==> src/design/tve_pkg.sv <==
// Package: shared types, constants and helper functions of the vector encoder.
`default_nettype none

package tve_pkg;

  // Operation codes of an input transaction
  localparam logic [1:0] OP_DRAW   = 2'd0;
  localparam logic [1:0] OP_MOVE   = 2'd1;
  localparam logic [1:0] OP_FORGET = 2'd2;

  // Stream byte codes and tags
  localparam logic [7:0] BYTE_BLANK = 8'o035;
  localparam logic [7:0] TAG_HIGH   = 8'o040;
  localparam logic [7:0] TAG_LOWY   = 8'o140;
  localparam logic [7:0] TAG_LOWX   = 8'o100;

  // Coordinate scaling: (v + 2048) * 780 / 1024
  localparam logic [9:0] SCALE_MUL = 10'd780;

  // Sent-byte memory value that means "unknown"
  localparam logic [5:0] SENT_UNKNOWN = 6'h3f;

  // Burst sizing
  localparam int MAX_BYTES = 10;
  localparam int HDR_BYTES = 6;
  localparam int CNT_W     = $clog2(MAX_BYTES + 2);

  typedef logic [7:0] byte_t;

  // One encoded point: packed byte list and byte count, plus a load strobe
  typedef struct packed {
    logic                        vld;
    logic [MAX_BYTES-1:0][7:0]   bytes;
    logic [CNT_W-1:0]            cnt;
  } burst_t;

  // Scale a signed 12-bit coordinate to 0..3119
  function automatic logic [11:0] scale_coord(input logic [11:0] v);
    logic [11:0] u;
    logic [21:0] prod;
    begin
      u    = {~v[11], v[10:0]};
      prod = u * SCALE_MUL;
      return prod[21:10];
    end
  endfunction

  // |h - s| where s is a 6-bit two's complement memory entry
  function automatic logic [5:0] abs_diff(input logic [4:0] h, input logic [5:0] s);
    logic signed [6:0] d;
    begin
      d = $signed({2'b00, h}) - $signed({s[5], s});
      return d[6] ? 6'(-d) : d[5:0];
    end
  endfunction

  // floor((d + 6) / 12) for d in 0..64
  function automatic logic [2:0] pad_count(input logic [6:0] d);
    begin
      if (d >= 7'd54)      return 3'd5;
      else if (d >= 7'd42) return 3'd4;
      else if (d >= 7'd30) return 3'd3;
      else if (d >= 7'd18) return 3'd2;
      else if (d >= 7'd6)  return 3'd1;
      else                 return 3'd0;
    end
  endfunction

endpackage

`default_nettype wire

==> src/design/tve_if.sv <==
// Interfaces: point input channel and byte output channel.
`default_nettype none

interface tve_in_if;
  logic               valid;
  logic               ready;
  logic [1:0]         op;
  logic signed [11:0] x;
  logic signed [11:0] y;

  modport source (output valid, output op, output x, output y, input ready);
  modport sink   (input valid, input op, input x, input y, output ready);
endinterface

interface tve_out_if;
  logic       valid;
  logic       ready;
  logic [7:0] out_byte;
  logic       last;

  modport source (output valid, output out_byte, output last, input ready);
  modport sink   (input valid, input out_byte, input last, output ready);
endinterface

`default_nettype wire

==> src/design/tve_encode.sv <==
// Encoder: input register, sent-byte memory and point-to-byte-list encoding.
`default_nettype none

module tve_encode import tve_pkg::*; (
  input  logic      clk,
  input  logic      rst_n,
  tve_in_if.sink    in_ch,
  input  logic      burst_free,
  output burst_t    burst
);

  // Input register
  logic               s1_vld_r, s1_vld_nxt;
  logic [1:0]         s1_op_r;
  logic [11:0]        s1_x_r;
  logic [11:0]        s1_y_r;

  // Last-sent memory (6-bit two's complement, all ones = unknown)
  logic [5:0] shy_r, shy_nxt;
  logic [5:0] shx_r, shx_nxt;
  logic [5:0] sly_r, sly_nxt;
  logic [5:0] sex_r, sex_nxt;

  logic        in_acc;
  logic        s1_adv;
  logic        is_pt;
  logic        is_move;
  logic [11:0] sx, sy;
  logic [4:0]  hx, hy, lx, ly;
  logic [3:0]  ex;
  logic        hy_diff, hx_diff, ly_diff, ex_diff;
  logic [6:0]  dsum;
  logic [2:0]  pad;
  logic [HDR_BYTES-1:0]      hdr_en;
  logic [HDR_BYTES-1:0][7:0] hdr_byte;
  logic [2:0]                pos;
  logic [MAX_BYTES-1:0][7:0] list;
  logic [CNT_W-1:0]          total;

  assign in_acc  = in_ch.valid && in_ch.ready;
  assign is_move = (s1_op_r == OP_MOVE);
  assign is_pt   = (s1_op_r == OP_DRAW) || is_move;

  // Stage advances when it has no output, or the burst register can take it
  assign s1_adv      = s1_vld_r && (!is_pt || burst_free);
  assign in_ch.ready = !s1_vld_r || s1_adv;

  // Scale and split into stream fields
  always_comb begin
    sx = scale_coord(s1_x_r);
    sy = scale_coord(s1_y_r);
    hx = sx[11:7];
    hy = sy[11:7];
    lx = sx[6:2];
    ly = sy[6:2];
    ex = {sy[1:0], sx[1:0]};
    hy_diff = ({1'b0, hy} != shy_r);
    hx_diff = ({1'b0, hx} != shx_r);
    ly_diff = ({1'b0, ly} != sly_r);
    ex_diff = ({2'b00, ex} != sex_r);
    dsum = {1'b0, abs_diff(hx, shx_r)} + {1'b0, abs_diff(hy, shy_r)};
    pad  = pad_count(dsum);
  end

  // Header candidates in stream order, then compacted into the byte list
  always_comb begin
    hdr_byte[0] = BYTE_BLANK;
    hdr_byte[1] = {3'b000, hy} | TAG_HIGH;
    hdr_byte[2] = {4'b0000, ex} | TAG_LOWY;
    hdr_byte[3] = {3'b000, ly} | TAG_LOWY;
    hdr_byte[4] = {3'b000, hx} | TAG_HIGH;
    hdr_byte[5] = {3'b000, lx} | TAG_LOWX;
    hdr_en[0] = is_move;
    hdr_en[1] = hy_diff;
    hdr_en[2] = ex_diff;
    hdr_en[3] = hx_diff || ex_diff || ly_diff;
    hdr_en[4] = hx_diff;
    hdr_en[5] = 1'b1;

    // padding bytes are zero, so unfilled slots stay zero
    list = '0;
    pos  = 3'd0;
    for (int i = 0; i < HDR_BYTES; i++) begin
      if (hdr_en[i]) begin
        list[{1'b0, pos}] = hdr_byte[i];
        pos = pos + 3'd1;
      end
    end

    total = CNT_W'(pos) + CNT_W'(pad);
    burst.vld   = s1_adv && is_pt;
    burst.bytes = list;
    burst.cnt   = (total > CNT_W'(MAX_BYTES)) ? CNT_W'(MAX_BYTES) : total;
  end

  // Memory update: a point writes the new value, forget marks all unknown
  always_comb begin
    shy_nxt = shy_r;
    shx_nxt = shx_r;
    sly_nxt = sly_r;
    sex_nxt = sex_r;
    if (s1_adv) begin
      if (s1_op_r == OP_FORGET) begin
        shy_nxt = SENT_UNKNOWN;
        shx_nxt = SENT_UNKNOWN;
        sly_nxt = SENT_UNKNOWN;
        sex_nxt = SENT_UNKNOWN;
      end else if (is_pt) begin
        shy_nxt = {1'b0, hy};
        shx_nxt = {1'b0, hx};
        sly_nxt = {1'b0, ly};
        sex_nxt = {2'b00, ex};
      end
    end
  end

  assign s1_vld_nxt = in_acc ? 1'b1 : (s1_adv ? 1'b0 : s1_vld_r);

  // Control and memory registers
  always_ff @(posedge clk) begin
    if (!rst_n) begin
      s1_vld_r <= 1'b0;
      shy_r    <= SENT_UNKNOWN;
      shx_r    <= SENT_UNKNOWN;
      sly_r    <= SENT_UNKNOWN;
      sex_r    <= SENT_UNKNOWN;
    end else begin
      s1_vld_r <= s1_vld_nxt;
      shy_r    <= shy_nxt;
      shx_r    <= shx_nxt;
      sly_r    <= sly_nxt;
      sex_r    <= sex_nxt;
    end
  end

  // Input payload register
  always_ff @(posedge clk) begin
    if (in_acc) begin
      s1_op_r <= in_ch.op;
      s1_x_r  <= in_ch.x;
      s1_y_r  <= in_ch.y;
    end
  end

endmodule

`default_nettype wire

==> src/design/tve_serial.sv <==
// Serializer: holds one encoded byte list, sends a byte per ready cycle.
`default_nettype none

module tve_serial import tve_pkg::*; (
  input  logic      clk,
  input  logic      rst_n,
  input  burst_t    burst,
  output logic      burst_free,
  tve_out_if.source out_ch
);

  logic                      vld_r, vld_nxt;
  logic [MAX_BYTES-1:0][7:0] bytes_r;
  logic [CNT_W-1:0]          cnt_r;
  logic [CNT_W-1:0]          idx_r, idx_nxt;
  logic                      take;
  logic                      is_last;

  assign is_last         = ((idx_r + CNT_W'(1)) == cnt_r);
  assign take            = vld_r && out_ch.ready;
  assign burst_free      = !vld_r || (take && is_last);
  assign out_ch.valid    = vld_r;
  assign out_ch.out_byte = bytes_r[idx_r];
  assign out_ch.last     = is_last;

  // Byte pointer and busy flag
  always_comb begin
    vld_nxt = vld_r;
    idx_nxt = idx_r;
    if (burst.vld) begin
      vld_nxt = 1'b1;
      idx_nxt = '0;
    end else if (take) begin
      if (is_last) begin
        vld_nxt = 1'b0;
      end else begin
        idx_nxt = idx_r + CNT_W'(1);
      end
    end
  end

  always_ff @(posedge clk) begin
    if (!rst_n) begin
      vld_r <= 1'b0;
      idx_r <= '0;
    end else begin
      vld_r <= vld_nxt;
      idx_r <= idx_nxt;
    end
  end

  // Byte list register
  always_ff @(posedge clk) begin
    if (burst.vld) begin
      bytes_r <= burst.bytes;
      cnt_r   <= burst.cnt;
    end
  end

endmodule

`default_nettype wire

==> src/design/tek4014_vector_encoder_core.sv <==
// Top level: vector coordinate encoder, point transactions in, stream bytes out.
//
//  channel | dir | payload             | transaction
//  in_ch   | in  | op, x, y            | one point, move or forget command
//  out_ch  | out | out_byte, last      | one stream byte, last marks end of item
//
// A point is held in the input register, then leaves as 1 to 10 bytes, one per
// cycle while out_ch is ready, from the byte-list register; sustained rate is
// set by that byte count. Forget and undefined ops pass without waiting and
// send nothing. A new transaction is taken while the previous list is still
// being sent. Reset (rst_n low, synchronous) marks all sent-byte memory entries
// unknown. Back-pressure on out_ch holds the current byte; in_ch stalls once
// the input register holds a point and the byte-list register is full.
`default_nettype none

module tek4014_vector_encoder_core import tve_pkg::*; (
  input  logic      clk,
  input  logic      rst_n,
  tve_in_if.sink    in_ch,
  tve_out_if.source out_ch
);

  burst_t burst;
  logic   burst_free;

  tve_encode u_encode (
    .clk        (clk),
    .rst_n      (rst_n),
    .in_ch      (in_ch),
    .burst_free (burst_free),
    .burst      (burst)
  );

  tve_serial u_serial (
    .clk        (clk),
    .rst_n      (rst_n),
    .burst      (burst),
    .burst_free (burst_free),
    .out_ch     (out_ch)
  );

`ifndef SYNTH
  // A new byte list is loaded only when the previous one is done
  a_load_when_free: assert property (@(posedge clk) disable iff (!rst_n)
    burst.vld |-> burst_free)
    else $error("byte list loaded over an unfinished one");

  // Every encoded point carries 1..10 bytes
  a_cnt_range: assert property (@(posedge clk) disable iff (!rst_n)
    burst.vld |-> (burst.cnt != '0) && (burst.cnt <= CNT_W'(MAX_BYTES)))
    else $error("byte count out of range");

  // The first byte of a point is never padding
  a_first_nonzero: assert property (@(posedge clk) disable iff (!rst_n)
    burst.vld |-> (burst.bytes[0] != 8'd0))
    else $error("point starts with a padding byte");

  // A loaded list is presented on the next cycle
  a_load_shows: assert property (@(posedge clk) disable iff (!rst_n)
    burst.vld |=> out_ch.valid)
    else $error("loaded byte list not presented");
`endif

endmodule

`default_nettype wire
==> src/flat_wrapper.sv <==
// flat-port wrapper written by rule: the top's interface ports become plain ports
module tek4014_vector_encoder_core_flat import tve_pkg::*;
  (clk, rst_n, in_ch_valid, in_ch_op, in_ch_x, in_ch_y, in_ch_ready, out_ch_valid, out_ch_out_byte, out_ch_last, out_ch_ready);
  tve_in_if in_ch_i ();
  tve_out_if out_ch_i ();
  input  logic clk;
  input  logic rst_n;
  input wire logic [$bits(in_ch_i.valid)-1:0] in_ch_valid;
  input wire logic [$bits(in_ch_i.op)-1:0] in_ch_op;
  input wire logic [$bits(in_ch_i.x)-1:0] in_ch_x;
  input wire logic [$bits(in_ch_i.y)-1:0] in_ch_y;
  output wire logic [$bits(in_ch_i.ready)-1:0] in_ch_ready;
  output wire logic [$bits(out_ch_i.valid)-1:0] out_ch_valid;
  output wire logic [$bits(out_ch_i.out_byte)-1:0] out_ch_out_byte;
  output wire logic [$bits(out_ch_i.last)-1:0] out_ch_last;
  input wire logic [$bits(out_ch_i.ready)-1:0] out_ch_ready;
  assign in_ch_i.valid = in_ch_valid;
  assign in_ch_i.op = in_ch_op;
  assign in_ch_i.x = in_ch_x;
  assign in_ch_i.y = in_ch_y;
  assign in_ch_ready = in_ch_i.ready;
  assign out_ch_valid = out_ch_i.valid;
  assign out_ch_out_byte = out_ch_i.out_byte;
  assign out_ch_last = out_ch_i.last;
  assign out_ch_i.ready = out_ch_ready;
  tek4014_vector_encoder_core u_core (.clk(clk), .rst_n(rst_n), .in_ch(in_ch_i), .out_ch(out_ch_i));
endmodule
==> config.mk <==
export PLATFORM = sky130hd
export DESIGN_NAME = tek4014_vector_encoder_core_flat
export DESIGN_NICKNAME = d
export VERILOG_FILES = /design/src/design/tve_pkg.sv /design/src/design/tve_if.sv /design/src/design/tve_encode.sv /design/src/design/tve_serial.sv /design/src/design/tek4014_vector_encoder_core.sv /design/src/flat_wrapper.sv
export SDC_FILE = /design/constraint.sdc
export NUM_CORES = 1
export LEC_CHECK = 0
export BUFFER_PORTS_ARGS = -buffer_cell sky130_fd_sc_hd__buf_2
export CAP_MARGIN = 20
export CELL_PAD_IN_SITES_DETAIL_PLACEMENT = 2
export CELL_PAD_IN_SITES_GLOBAL_PLACEMENT = 2
export CORE_ASPECT_RATIO = 0.6
export CORE_MARGIN = 8
export CORE_UTILIZATION = 25
export CTS_CLUSTER_DIAMETER = 80
export DETAILED_ROUTE_END_ITERATION = 8
export HOLD_SLACK_MARGIN = 0.1
export PLACE_DENSITY = 0.62
export RECOVER_POWER = 100
export SYNTH_ARGS = -nofsm -noshare
export SYNTH_HDL_FRONTEND = slang
export SYNTH_SLANG_ARGS = --single-unit
==> constraint.sdc <==
create_clock -name clk -period 8 [get_ports clk]
set_clock_uncertainty 0.05 [all_clocks]
set_input_delay 0.4 -clock clk [delete_from_list [all_inputs] [get_ports clk]]
set_output_delay 0.4 -clock clk [all_outputs]
set_load 0.05 [all_outputs]
* Word-level counts from Yosys, hierarchy flattened
Index checks and enable logic that the tools add are counted.
** Cells by class
- Add/sub/neg operators :: 12
- Multipliers :: 2
- $lt $le $gt $ge :: 17
- Eq/ne operators :: 7
- Muxes and demuxes :: 47
- Bitwise operators :: 4
- Reductions and logical operators :: 28
** Operators with widths (number)
- bitwise mux 80 bit :: 5
- two-way mux 80 bit :: 4
- demux 8 bit (select 3 bit) :: 5
- two-way mux 6 bit :: 10
- two-way mux 8 bit :: 6
- multiplier 12 x 8 -> 20 bit, second input constant :: 2
- binary-select mux 8 bit (select 4 bit) :: 1
- less-than comparator 3 x 5 -> 1 bit, second input constant :: 5
- two-way mux 3 bit :: 6
- inequality test 5 x 6 -> 1 bit :: 3
- adder 3 x 1 -> 3 bit, second input constant :: 5
- greater-or-equal comparator 3 x 1 -> 1 bit, second input constant :: 5
- greater-or-equal comparator 7 x 5 -> 1 bit, second input constant :: 2
- greater-or-equal comparator 7 x 6 -> 1 bit, second input constant :: 2
- subtractor 6 x 6 -> 7 bit :: 2
- negation 6 bit :: 2
- logical AND 1 bit :: 10
- nonzero test 2 bit :: 4
- adder 6 x 6 -> 7 bit :: 1
- greater-or-equal comparator 7 x 3 -> 1 bit, second input constant :: 1
- two-way mux 1 bit :: 7
- logical OR 1 bit :: 6
- inequality test 4 x 6 -> 1 bit :: 1
- AND reduction 2 bit :: 3
- other kinds (13) :: 19
** Word-level totals
- Bits in registers :: 140
- Output and inout bits :: 11
- Word-level logic and storage cells :: 138

* Logic depth before layout (Yosys ltp)
Gate-level depths: netlist of the first run.
- Word-level depth :: 15
- Mapped depth :: 41

* Cells and area by module
Synthesis of the first run repeated with hierarchy kept, for this count alone.
** Unflattened totals
- Cell total of the unflattened synthesis :: 1047
- Area total of the unflattened synthesis :: 11258.3 sq um
** Modules (own cells, without submodules)
- tve_encode :: instances 1, cells each 863, area each 7737.4 sq um, seq. area each 1201.2 sq um
- tve_serial :: instances 1, cells each 184, area each 3520.9 sq um, seq. area each 2622.5 sq um

* Worst setup path after synthesis of the first run
OpenSTA, ideal clock, no wires.
- Kind :: reg-to-reg
- Start :: reg u_core.u_encode.s1_x_r[2]
- End :: reg u_core.u_serial.cnt_r[0] (data pin)
- Setup time :: 0.263 ns
- Data arrival time :: 7.655 ns
- Path slack :: 0.032 ns
- Cell stages (with the launch flop) :: 41
- Cells stage by stage :: edfxtp_1 > ha_1 > ha_1 > fa_1 > inv_1 > fa_1 > inv_1 > ha_1 > nand2_1 > o21ai_0 > o31ai_1 > a21oi_1 > a21oi_1 > inv_1 > a21oi_1 > xnor2_1 > inv_1 > ha_1 > [... 5 more ...] > a21oi_1 > nand2b_1 > mux2_2 > inv_1 > fa_1 > inv_1 > a21oi_1 > o21bai_1 > xnor2_1 > nand2b_1 > o21ai_0 > mux2i_1 > or2_2 > ha_1 > inv_1 > fa_1 > nand2_1 > a21boi_0
** Between the ends
- Cells in the longest elaborated chain, start to end :: 13
** Ends and longest elaborated chain
- start, declared :: RTL line tve_encode.sv:15 : logic [11:0] s1_x_r;
- start signal, assigned :: RTL line tve_encode.sv:140 : s1_x_r <= in_ch.x;
- multiplier 12 x 8 -> 20 bit (*) :: RTL line tve_pkg.sv:43 : prod = u * SCALE_MUL;
- subtractor 6 x 6 -> 7 bit :: RTL line tve_pkg.sv:52 : d = $signed({2'b00, h}) - $signed({s[5], s});
- negation 6 bit :: RTL line tve_pkg.sv:53 : return d[6] ? 6'(-d) : d[5:0];
- two-way mux 6 bit :: RTL line tve_pkg.sv:53
- adder 6 x 6 -> 7 bit :: RTL line tve_encode.sv:61 : dsum = {1'b0, abs_diff(hx, shx_r)} + {1'b0, abs_diff(hy, shy_r)};
- greater-or-equal comparator 7 x 3 -> 1 bit :: RTL line tve_pkg.sv:64 : else if (d >= 7'd6) return 3'd1;
- two-way mux 1 bit :: RTL line tve_pkg.sv:64
- two-way mux 2 bit :: RTL line tve_pkg.sv:63 : else if (d >= 7'd18) return 3'd2;
- two-way mux 2 bit :: RTL line tve_pkg.sv:62 : else if (d >= 7'd30) return 3'd3;
- two-way mux 3 bit :: RTL line tve_pkg.sv:61 : else if (d >= 7'd42) return 3'd4;
- two-way mux 3 bit :: RTL line tve_pkg.sv:60 : if (d >= 7'd54) return 3'd5;
- adder 3 x 3 -> 4 bit (*) :: RTL line tve_encode.sv:90 : total = CNT_W'(pos) + CNT_W'(pad);
- > comparator 4 bit :: RTL line tve_encode.sv:93 : burst.cnt = (total > CNT_W'(MAX_BYTES)) ? CNT_W'(MAX_BYTES) : total;
- end signal, assigned :: RTL line tve_serial.sv:56 : cnt_r <= burst.cnt;
- end, declared :: RTL line tve_serial.sv:14 : logic [CNT_W-1:0] cnt_r;
Mark *: on every way between the ends. The rest lies on a longest branch, timed or not.
A chain may end at the register's enable or synchronous reset.

* Worst setup path in the final report of the first run
- Start :: reg u_core.u_encode.s1_x_r[4]
- End :: reg u_core.u_serial.cnt_r[2] (data pin)
Same word-level chain as after synthesis.

==> results by group, run 1 <==
Global route
  • Initial antenna violation count: 1
  • Vias in the first global route: approximately 8600
  • First-pass GRT wire length: 51180 µm
  • GRT Total Usage: 0.1423
  • Largest net degree at the start of global routing: 62
  • Total gr overflow: 0

Clock network
  • Clock Tree Root: clkbuf_16
  • Worst-skew pair later-pin latency: 0.39 ns
  • Clock sink total: around 110
  • Clk buf depth: 2
  • Num CTS Buffers: 9
  • Clock transition at path regs: roughly 0.090 ns
  • CTS tree: built
  • H-tree levels: 3

Synthesis
  • Synth async-reset ratio: 0
  • Synth area leaders: edfxtp_1, ha_1, mux2i_1
  • Sequential share of the synthesized area: 0.3080
  • Syn. warnings: 0
  • Post-synthesis xor/xnor area fraction: 0.07080
  • Post-Synth Adder-Cell Area: 0.2211
  • Ys flop type: edfxtp_1
  • Post-synthesis mux area share: 0.1094
  • Post-synthesis compound-gate area fraction: 0.1273
  • Post-synth top area share: 0.2564
  • Post-synth cell types: 81
  • Simple-gate portion of the synthesized area: 0.1040
  • Synthesized instance count: roughly 970
  • Synthesized area: just over 10000 µm²
  • Flops & latches, synth: 112
  • Avg Inst Size Synth: 10.42 µm²
  • Main combinational cell family by area after synthesis: adder cells
  • Count of flip-flops with a built-in enable after synthesis: 86
  • Mapped Nets: roughly 1200
  • Synth area leader: edfxtp_1

Critical path
  • Crit path kind: reg -> reg
  • Crit path top cell by count: a21oi_2
  • Crit path DAT: around 7.9 ns
  • Slowest stage cell, crit path: fa_1
  • CP delay by family, top: adder cells
  • Critical Path End Type: flop
  • Req. time, crit path: 8.09 ns
  • CP startpoint kind: flop
  • CP max FO: 3
  • CP bufs+invs: 9
  • CP max stage delay: 0.50 ns

Worst hold path
  • Worst min-delay path class: in -> reg

Final layout
  • Final Util: 0.3128
  • Post-route cell area: around 13000 µm²
  • Layout cell share with drive strength beyond 1: 0.2649
  • Final Non-Filler Cells: ~1600
  • Register area: around 3100 µm²
  • Fin nets: 1298
  • Antenna fix cells: 0
  • Multi-input logic area: roughly 6900 µm²
  • Fill cells: approximately 4400
  • Leading cell type in the layout, fill and taps excluded: ha_1
  • Most frequent cells in the layout: ha_1, inv_1, buf_4
  • Area added between synthesis and finish: 24.44%

Place
  • Area after DPL: 11490 µm²
  • DP HPWL: roughly 27000 µm
  • Placed cells: 1599
  • IO Port Bufs: 39
  • GP Congestion: a little over 0.8

Detailed routing
  • Pre-antenna DRT Iters: 5
  • Vias per cell: between 4 and 5
  • Post-route ant nets: 0
  • # DRC: 0
  • Initial DRC Count: 352
  • WL/cell: between 20 and 25 µm
  • Vias post-DR: 7817
  • WL final: 33250 µm

Outcome
  • Outcome: finished, violations left
  • Failing checks: max-capacitance violations, max-slew violations

Timing
  • Peak Freq: 0.1281 GHz
  • Pin slew with the least headroom to its limit: between 1.5 and 2 ns
  • Setup violators final: 0
  • Relative slew slack: -0.07160
  • Final period util: 0.9755
  • Max Transition Viols Final: 27
  • Hold Vio Cnt, Final: 0
  • RSZ-0062 raised after global routing: true
  • Min Clock Period, post-route: just under 8 ns
  • Setup TNS Final: 0 ns

Floorplanning
  • Die H: roughly 170 µm
  • Starting density of the core: 0.2513
  • Die ar.: between 40000 and 50000 µm²
  • Cell row count: 57
  • Die W: between 200 and 300 µm
  • I/O pin total: a little over 40
  • Core ar.: 40080 µm²

Pwr
  • Total power: 5.701 mW
  • Peak supply drop: about 0.3 mV
  • Lkg Pwr: 5.602 nW
  • Power Density: approximately 450 nW/µm²

Job
  • # Max-Cap Violations: 1
[cell usage after synthesis, drive strengths merged (22+ instances only)]
cell	instances
a22oi	22
xnor2	43
dfxtp	26
a21oi	38
xor2	26
ha	138
inv	121
nand2	49
mux2i	73
edfxtp	86
o21ai	22
fa	25
nor2	42
[where the power goes]
group          internal [mW]  switching [mW]
Clock                  0.231           0.272
Sequential             0.801          0.0259
Combinational           1.99            2.39
[area by class of cell]
cell class              count  area share
inverters                 124     0.03723
multi-input cells         702      0.5517
flip-flops and latches    112      0.2475
clock inverters             7    0.007486
well taps                 531     0.05300
clock buffers               9     0.01797
repair buffers            156     0.08514
[path summary, 6_finish.rpt]
check                            startpoint                         to  slack (ns)  depth (start not counted)
setup / recovery  u_core.u_encode.s1_x_r[4]   u_core.u_serial.cnt_r[2]        0.20                         39
setup reg to reg  u_core.u_encode.s1_x_r[4]   u_core.u_serial.cnt_r[2]        0.20                         39
hold / removal                   in_ch_y[9]  u_core.u_encode.s1_y_r[9]        0.13                          1
hold reg to reg    u_core.u_encode.shx_r[0]   u_core.u_encode.shx_r[0]        0.45                          2
[metrics by stage]
step / hold WS, ns / worst slack (ns)
2_1_floorplan: 0.3927 / 0.03179
3_3_place_gp: 0.4110 / -0.1883
3_5_place_dp: 0.4297 / -0.5673
4_1_cts: 0.1062 / 0.002573
5_1_grt: 0.1003 / -0.1948
6_report: 0.1260 / 0.1959
[flip-flops by register name (all words and copies together) (netlist names), 2 cells and up]
register / cells
u_core.u_encode.shx_r: 5
u_core.u_encode.sex_r: 5
u_core.u_encode.shy_r: 5
u_core.u_encode.sly_r: 5
u_core.u_encode.s1_x_r: 12
u_core.u_serial.bytes_r: 56
u_core.u_serial.idx_r: 4
u_core.u_serial.cnt_r: 4
u_core.u_encode.s1_op_r: 2
u_core.u_encode.s1_y_r: 12
[cells by family (layout without fill, tap and decap cells)]
group                      Yosys count  in the layout
and+or+nand+nor                    193            193
AOI/OAI and AO/OA                  180            180
adders and majority gates          163            163
buffers and inverters              153            296
DFF                                112            112
muxes                               92             92
xor gates and xnor gates            73             73
other                                1              1
[timing repair]
item                       CTS  global route
setup endpoints to repair    4            45
hold endpoints to repair     0             1
resized for setup           36            67
pin swaps                   22            42
buffers inserted             7            18
hold buffers                 0             1
[per-layer routing]
| metal | share of wire | track usage | up-vias |
|---|---|---|---|
| met1 | 0.54 | 0.2162 | 3948 |
| met2 | 0.43 | 0.2113 | 92 |
| li1 | - | - | 3765 |
| met5 | 0 | 0 | - |
| met3 | 0.032 | 0.02513 | 12 |
| met4 | 0.0052 | 0.01997 | 0 |
No activity file was read; power rests on OpenSTA's default activity.
==> inputs of run 2 (changes only) <==
Settings changed: ABC_AREA from default to 1, ABC_CLOCK_PERIOD_IN_PS from default to 8000, PLACE_DENSITY 0.62 to 0.67.
==> run 2 against run 1 <==
Net effect:
- the run still ends with max-capacitance violations, max-slew violations left
- highest routed layer unchanged
- via count is 37% higher
- area after synthesis increased by 9.4%
- hold slack worse by 0.00088 ns
- critical path type unchanged
- final cell count increased by 34%
- flip-flop and latch count is the same
- power increased by 6.4%
==> results by group, run 2 <==
Outcome
  • Outcome: finished, violations left
  • Failing checks: max-capacitance violations, max-slew violations

Final layout
  • Max reg flops: 56 (unchanged)
  • Most frequent cells in the layout: nand2_1, inv_1, nand3_1
  • Leading cell type in the layout, fill and taps excluded: nand2_1
  • Final Util: 0.3068 (-0.006004)
  • Antenna fix cells: 0 (unchanged)
  • Area added between synthesis and finish: 20.85%
  • Fill cells: 5077 (+16%)
  • Fin nets: 1802 (+39%)
  • Largest Register: u_core.u_serial.bytes_r
  • Layout cell share with drive strength beyond 1: 0.1772 (-0.08767)
  • Post-route cell area: 13320 µm² (+6.2%)
  • Top Registers: u_core.u_serial.bytes_r: 56 flops, u_core.u_encode.s1_x_r: 12 flops, u_core.u_encode.s1_y_r: 12 flops

Floorplanning
  • I/O pin total: 41 (unchanged)
  • Cell row count: 59 (+3.5%)
  • Die ar.: 51270 µm² (+8.7%)
  • Starting density of the core: 0.2538 (+0.002507)
  • Die W: 287.0 µm (+4.3%)
  • Die H: 178.6 µm (+4.2%)
  • Core ar.: 43410 µm² (+8.3%)

Detailed routing
  • # DRC: 0 (unchanged)
  • WL/cell: 19.73 µm (-2.6%)
  • Vias post-DR: 10710 (+37%)
  • Post-route ant nets: 0 (unchanged)
  • Vias per cell: 4.882 (+2.5%)
  • Initial DRC Count: 537 (+53%)
  • Pre-antenna DRT Iters: 5 (unchanged)
  • WL final: 43260 µm (+30%)

Synthesis
  • Post-synth top area share: 0.2344 (-0.02198)
  • Synth async-reset ratio: 0 (unchanged)
  • Post-synth cell types: 43 (-47%)
  • Synthesized area: 11020 µm² (+9.4%)
  • Ys flop type: edfxtp_1
  • Avg Inst Size Synth: 7.380 µm² (-29%)
  • Syn. warnings: 0 (unchanged)
  • Mapped Nets: 1686 (+45%)
  • Synth area leader: edfxtp_1
  • Count of flip-flops with a built-in enable after synthesis: 86 (unchanged)
  • Synth area leaders: edfxtp_1, ha_1, nand2_1
  • Synthesized instance count: 1493 (+54%)
  • Flops & latches, synth: 112 (unchanged)
  • Count leader, synth: nand2_1
  • Sequential share of the synthesized area: 0.2816 (-0.02641)
  • Top cells by count, synth: nand2_1, inv_1, nand3_1

Clock network
  • CTS tree: built
  • Clock transition at path regs: 0.09 ns (about the same)
  • Clock Tree Root: clkbuf_16
  • Num CTS Buffers: 9 (unchanged)
  • H-tree levels: 3 (unchanged)
  • Clock sink total: 112 (unchanged)
  • Worst-skew pair later-pin latency: 0.39 ns (about the same)
  • Clk buf depth: 2 (unchanged)

Critical path
  • Critical Path Sink: u_core.u_serial.cnt_r[1]
  • CP max stage delay: 0.54 ns (+0.04 ns)
  • Req. time, crit path: 8.11 ns (+0.02 ns)
  • CP startpoint kind: flop
  • FF-to-FF Start: u_core.u_encode.s1_x_r[4]
  • Slowest stage cell, crit path: fa_1
  • CP startpoint: u_core.u_encode.s1_x_r[4]
  • Crit path kind: reg -> reg
  • CP max FO: 6 (+3)
  • Reg2Reg Setup Slack: 0.26 ns (+0.07 ns)
  • Worst-case reg-to-reg path depth: 37 (-5.1%)
  • R2R Path End: u_core.u_serial.cnt_r[1]
  • Crit path DAT: 7.84 ns (-0.05 ns)
  • Critical Path End Type: flop

Place
  • Area after DPL: 12310 µm² (+7.1%)
  • GP Congestion: 0.8593 (+3.4%)
  • Pre-CTS WS: -0.7465 ns (-0.1792 ns)
  • DP HPWL: 35760 µm (+32%)
  • IO Port Bufs: 39 (unchanged)

Timing
  • Final period util: 0.9671 (-0.008367)
  • Setup slack after layout: 0.2629 ns (+0.06694 ns)
  • Hold Vio Cnt, Final: 0 (unchanged)
  • RSZ-0062 raised after global routing: true
  • Max Transition Viols Final: 94 (+250%)
  • Setup TNS Final: 0 ns (unchanged)
  • Min Clock Period, post-route: 7.737 ns (-0.06694 ns)
  • Pin slew with the least headroom to its limit: 1.635 ns (+0.02795 ns)
  • Peak Freq: 0.1292 GHz (+0.87%)
  • Setup violators final: 0 (unchanged)
  • Relative slew slack: -0.09023 (-0.01863)

Pwr
  • Peak supply drop: 0.5250 mV (+78%)
  • Lkg Pwr: 6.553 nW (+17%)
  • Total power: 6.068 mW (+6.4%)
  • Power Density: 455.7 nW/µm² (+0.20%)

Worst hold path
  • Worst min-delay path class: in -> reg

Global route
  • Vias in the first global route: 11480 (+33%)
  • Initial antenna violation count: 1 (unchanged)
  • First-pass GRT wire length: 66660 µm (+30%)
  • Largest net degree at the start of global routing: 61 (-1.6%)
  • GRT Total Usage: 0.1678 (+0.02552)
  • Total gr overflow: 0 (unchanged)

Job
  • # Max-Cap Violations: 2 (+1)
[run 2: what timing repair did]
action | 4_1_cts | 5_1_grt
pin swaps | 5 | 25
buffers inserted | 7 | 18
hold buffers | 0 | 0
gates resized for setup | 39 | 82
setup endpoints to repair | 4 | 24
gates cloned | 0 | 0
[run 2: cells by family after synthesis]
family          synth area share
simple gates              0.2946
compound gates           0.09448
xor+xnor                 0.03259
fa+ha+maj                 0.2021
flops                     0.2816
other cells            0.0003404
buf+inv                  0.09425
[run 2: cell type report]
cell class	count	area [µm²]	share of cell area
inverters	238	898.4	0.06747
flip-flops and latches	112	3103	0.2330
clock buffers	10	229.0	0.01720
multi-input cells	1115	7427	0.5578
well taps	579	724.4	0.05441
clock inverters	6	51.30	0.003853
repair buffers	133	882.1	0.06625
[run 2: metal layers]
metal  track usage  share of wire  up-vias
li1              -              -     5160
met1        0.2531           0.53     5385
met2        0.2535           0.42      143
met3       0.02837          0.038       19
met4       0.01944         0.0067        0
met5             0              0        -
[run 2: worst min path at each step]
stage / from / to / slack, ns / cells past startpoint
3_3_place_gp: u_core.u_encode.shx_r[3] / u_core.u_encode.shx_r[3] / 0.40 / 2
2_1_floorplan: u_core.u_serial.idx_r[3] / u_core.u_serial.idx_r[3] / 0.39 / 2
5_1_grt: in_ch_y[3] / u_core.u_encode.s1_y_r[3] / 0.10 / 1
4_1_cts: in_ch_y[5] / u_core.u_encode.s1_y_r[5] / 0.10 / 1
3_5_place_dp: u_core.u_encode.shx_r[4] / u_core.u_encode.shx_r[4] / 0.42 / 2
6_report: in_ch_y[3] / u_core.u_encode.s1_y_r[3] / 0.13 / 1
[run 2: where the power goes]
part | total (mW) | internal [mW] | switching (mW) | leakage, nW
sequential | 0.809 | 0.784 | 0.0250 | 1.03
combinational | 4.78 | 1.93 | 2.85 | 5.38
clock | 0.475 | 0.218 | 0.258 | 0.139
[run 2: worst max-delay path, delay by kind of cell, from the launching register on]
family                     cells  cell delay [ns]
AOI/OAI and AO/OA              7             0.94
adders and majority gates      9             3.30
xor gates and xnor gates       5             0.90
DFF                            1             0.42
and+or+nand+nor                7             0.93
buffers and inverters          9             0.97
[run 2: metrics by stage]
stage / hold slack [ns] / std cells
after floorplan: 0.3911 / 1493
after global placement: 0.4028 / 2151
after detailed placement: 0.4173 / 2151
after CTS: 0.1009 / 2174
after global routing: 0.1002 / 2193
final: 0.1251 / 2193
